$ cat src/sv/key_value_table_linear_search_macros.svh
// Assertion macros for the key/value table with linear search.
// No dependencies; included by the top level, which supplies clk and rst_n.
`ifndef KEY_VALUE_TABLE_LINEAR_SEARCH_MACROS_SVH
`define KEY_VALUE_TABLE_LINEAR_SEARCH_MACROS_SVH

// Property checked at every clock edge outside reset.
`define KVTS_ASSERT_ALWAYS(lbl, prop, msg) \
    lbl: assert property (@(posedge clk) disable iff (!rst_n) (prop)) else $error(msg);

// Consequent checked at the next clock after the antecedent holds.
`define KVTS_ASSERT_NEXT(lbl, ante, cons, msg) \
    lbl: assert property (@(posedge clk) disable iff (!rst_n) (ante) |=> (cons)) \
        else $error(msg);

`endif

$ cat src/sv/kvts_ram.sv
// Generic single-port-write, single-port-read RAM with registered read data.
// No dependencies.
module kvts_ram #(
    parameter int WIDTH  = 64,
    parameter int DEPTH  = 64,
    parameter int ADDR_W = (DEPTH > 1) ? $clog2(DEPTH) : 1
) (
    input  logic              clk,
    input  logic              write_en,
    input  logic [ADDR_W-1:0] write_addr,
    input  logic [WIDTH-1:0]  write_data,
    input  logic              read_en,
    input  logic [ADDR_W-1:0] read_addr,
    output logic [WIDTH-1:0]  read_data
);

    logic [WIDTH-1:0] mem_reg [DEPTH];
    logic [WIDTH-1:0] read_data_reg;

    always_ff @(posedge clk)
    begin
        if (write_en)
        begin
            mem_reg[write_addr] <= write_data;
        end
        if (read_en)
        begin
            read_data_reg <= mem_reg[read_addr];
        end
    end

    assign read_data = read_data_reg;

endmodule

$ cat config.mk
export PLATFORM = sky130hd
export DESIGN_NAME = kvts_ram
export DESIGN_NICKNAME = d
export VERILOG_FILES = /design/src/sv/key_value_table_linear_search_macros.svh /design/src/sv/kvts_ram.sv
export SDC_FILE = /design/constraint.sdc
export NUM_CORES = 2
export LEC_CHECK = 0
export BUFFER_PORTS_ARGS = -buffer_cell sky130_fd_sc_hd__buf_2
export CORE_MARGIN = 1
export CORE_UTILIZATION = 35
export CTS_BUF_LIST = sky130_fd_sc_hd__clkbuf_4 sky130_fd_sc_hd__clkbuf_8 sky130_fd_sc_hd__clkbuf_16
export DETAILED_ROUTE_END_ITERATION = 16
export GPL_TIMING_DRIVEN = 0
export PLACE_DENSITY_LB_ADDON = 0.2
export SYNTH_ARGS = -nofsm -noshare
export SYNTH_HDL_FRONTEND = slang
export SYNTH_SLANG_ARGS = --single-unit
$ cat constraint.sdc
create_clock -name clk -period 5.65 [get_ports clk]
set_input_delay 0.565 -clock clk [delete_from_list [all_inputs] [get_ports clk]]
set_output_delay 0.565 -clock clk [all_outputs]
set_load 0.02 [all_outputs]
==> metrics.md <==
| Metric | Value |
|---|---|
| Max reg flops | `4096` |
| Period utilisation layout | `0.779` |
| Worst hold path type | `input pin to flip-flop` |
| Worst path max stage delay | `roughly 1.3 ns` |
| Syn. warnings | `0` |
| Setup Crit Path Kind | `input pin to flip-flop` |
| Crit path launch type | `input pin` |
| CP bufs+invs | `3` |
| Main synth FF type | `edfxtp_1` |
| Layout Area Growth over Synthesis | `17.3%` |
| Synthesized area per cell | `23.8 um^2` |
| Worst path slowest cell | `a211oi_1` |
| H-tree depth | `5` |
| Site Rows | `~250` |
| Setup tns final | `0 ns` |
| Vias in the first global route | `a little under 80000` |
| Count of hold buffers inserted by post-cts repair | `2` |
| VDD IR max | `around 0.26 mV` |
| Drt wl/cell | `about 34 um` |
| GRT overflow | `0` |
| CTS sink cnt | `around 4200` |
| Synth area leader | `edfxtp_1` |
| Mapped cell area | `between 150000 and 200000 um^2` |
| Max-slew headroom | `-0.0281` |
| Drt first-iter violations | `9512` |
| Tot GR Track Use | `0.202` |
| EDFF count, synth | `4160` |
| Post-synth top area share | `0.796` |
| Most frequent cells after synthesis | `edfxtp_1, mux4_2, buf_2` |
| Run status | `finished with violations` |
| WL final | `roughly 460000 um` |
| # Max-Cap Violations | `3` |
| Pre-CTS setup slack | `about 0.28 ns` |
| Syn nets | `about 6700` |
| I/O pin count | `~140` |
| Min cycle time layout | `around 4.4 ns` |
| Final nets | `around 7500` |
| CP Cell Sequence | `buf_4, buf_2, clkbuf_2, mux4_2, mux2i_1, o22ai_1, a41oi_1, a211oi_1` |
| Power density of the placed cells | `between 300 and 400 nW/um^2` |
| Total CTS buffers | `between 400 and 500` |
| CTS Buffer Depth | `4` |
| Leak | `around 57 nW` |
| Levels on crit path | `8` |
| Global-route wire length before repair | `~630000 um` |
| DIE AREA | `451000 um^2` |
| Pins Over Slew Limit | `2` |
| Clock skew | `0.0388 ns` |
| Most frequent cell after synthesis | `edfxtp_1` |
| DRC viols | `0` |
| Hold Violations, Final | `0` |
| Largest fanout on the critical path | `10` |
| Final worst slack | `around 1.3 ns` |
| Root Buffer Master | `clkbuf_16` |
| Worst hold path stage count | `1` |
| Largest delay share family, worst path | `compound AO/OA/AOI/OAI gates` |
| Post-route ant nets | `0` |
| Clk slew on worst S/H paths | `approximately 0.06 ns` |
| Core area | `approximately 450000 um^2` |
| Dpl hpwl | `between 300000 and 400000 um` |
| CP arrival | `between 4 and 5 ns` |
| Post-CTS Setup Bufs | `0` |
| Slew at the pin with the worst max-slew slack | `approximately 1.5 ns` |
| Port Buffers | `approximately 130` |
| Initial Util | `0.352` |
| Top cells by area, synth | `edfxtp_1, mux4_2, mux2i_1, a22oi_1, buf_2` |
| TritonCTS clock tree | `built` |
| Worst EP required | `6.20 ns` |
| RSZ-0062 raised after global routing | `no` |
| Max Clk Rate | `0.227 GHz` |
| Die X | `between 600 and 700 um` |
| Failing checks | `max-capacitance violations, max-slew violations` |
| Reg2Reg Depth | `5` |
| Via Count | `75261` |
| Pin count of the biggest net entering global routing | `65` |
| Share of layout cells above drive strength 1 | `0.305` |
| Cell count after synthesis | `between 6000 and 7000` |
| Seq/Total Area, Yosys | `0.796` |
| Crit. End Element | `flip-flop` |
| Die height | `672 um` |
| Clk_lat worst skew | `around 0.98 ns` |
| CTS resizes | `0` |
| Yosys reg bits | `between 4000 and 5000` |
| Fillers | `38593` |
| TritonRoute pass-1 iters | `5` |
| Vias per cell | `approximately 5.5` |
| Ys async rst share | `0` |
| Final setup viols | `0` |
| Yosys cell types | `32` |
| Initial antenna violation count | `60` |
| GP Congestion | `roughly 0.81` |
[path summary, 6_finish.rpt]
check                            start                   endpoint  slack (ns)
max                       read_addr[1]     read_data[3]$_DFFE_PP_        1.25
min                     write_data[39]  mem_reg[27][39]$_DFFE_PP_        0.07
max reg2reg  mem_reg[63][33]$_DFFE_PP_    read_data[33]$_DFFE_PP_        2.43
min reg2reg  mem_reg[60][46]$_DFFE_PP_    read_data[46]$_DFFE_PP_        1.00
[kinds of logic after synthesis]
logic type	after synthesis	share of synthesized area
AND/OR/NAND/NOR	386	0.0123
multiplexers	1159	0.156
buffers and inverters	389	0.0118
flip-flops	4160	0.796
AO/OA/AOI/OAI	504	0.0247
[metrics by stage]
step / cell area (um^2) / utilization / hold WS, ns / power [mW] / instances
after floorplan: 157000 / - / 0.664 / 36.6 / 6598
after global placement: 165000 / 0.370 / 0.957 / 38.4 / 12660
after detailed placement: 170000 / 0.381 / 0.965 / 38.5 / 12866
after CTS: 184000 / 0.413 / 0.161 / 66.7 / 13655
after global routing: 184000 / 0.413 / 0.0335 / 67.9 / 13663
final: 184000 / 0.413 / 0.0734 / 66.2 / 13680
[power by group]
group | internal [mW] | switching [mW]
clock | 16.5 | 12.0
sequential | 34.3 | 0.0554
combinational | 1.10 | 2.37
total | 51.8 | 14.4
[placed cells by master (no fill, tap or decap), types with 29 or more instances in the layout]
cell,n
clkbuf_1,134
clkinv_1,113
clkbuf_4,82
o22ai_1,82
a211oi_1,61
edfxtp_1,4160
buf_12,174
buf_4,50
clkinv_2,78
nor2_1,49
buf_16,30
nand2_1,58
nor2_4,62
and3_1,64
nand3_1,45
clkbuf_16,436
mux4_2,1024
a22oi_1,168
buf_2,289
a22o_1,88
or3_1,29
o221ai_1,38
bufinv_16,43
mux2i_1,135
[layout make-up]
class	instances	area, um^2	share of cell area
clock buffers	518	11500	0.0626
multi-input cells	2049	30700	0.167
inverters	19	71.3	0.000387
plain buffers	370	1780	0.00968
clock inverters	269	2540	0.0138
well taps	5928	7420	0.0403
repair buffers	346	5130	0.0278
diodes	21	52.6	0.000285
flip-flops and latches	4160	125000	0.678
[per-layer routing]
layer	global-route usage	routed length, um	vias to the layer above
met4	0.0567	13800	12
met1	0.279	192000	41680
li1	-	-	30220
met2	0.337	227000	2782
met5	0	66	-
met3	0.0264	28400	567
Note: power is estimated with default switching activity, not from simulation.
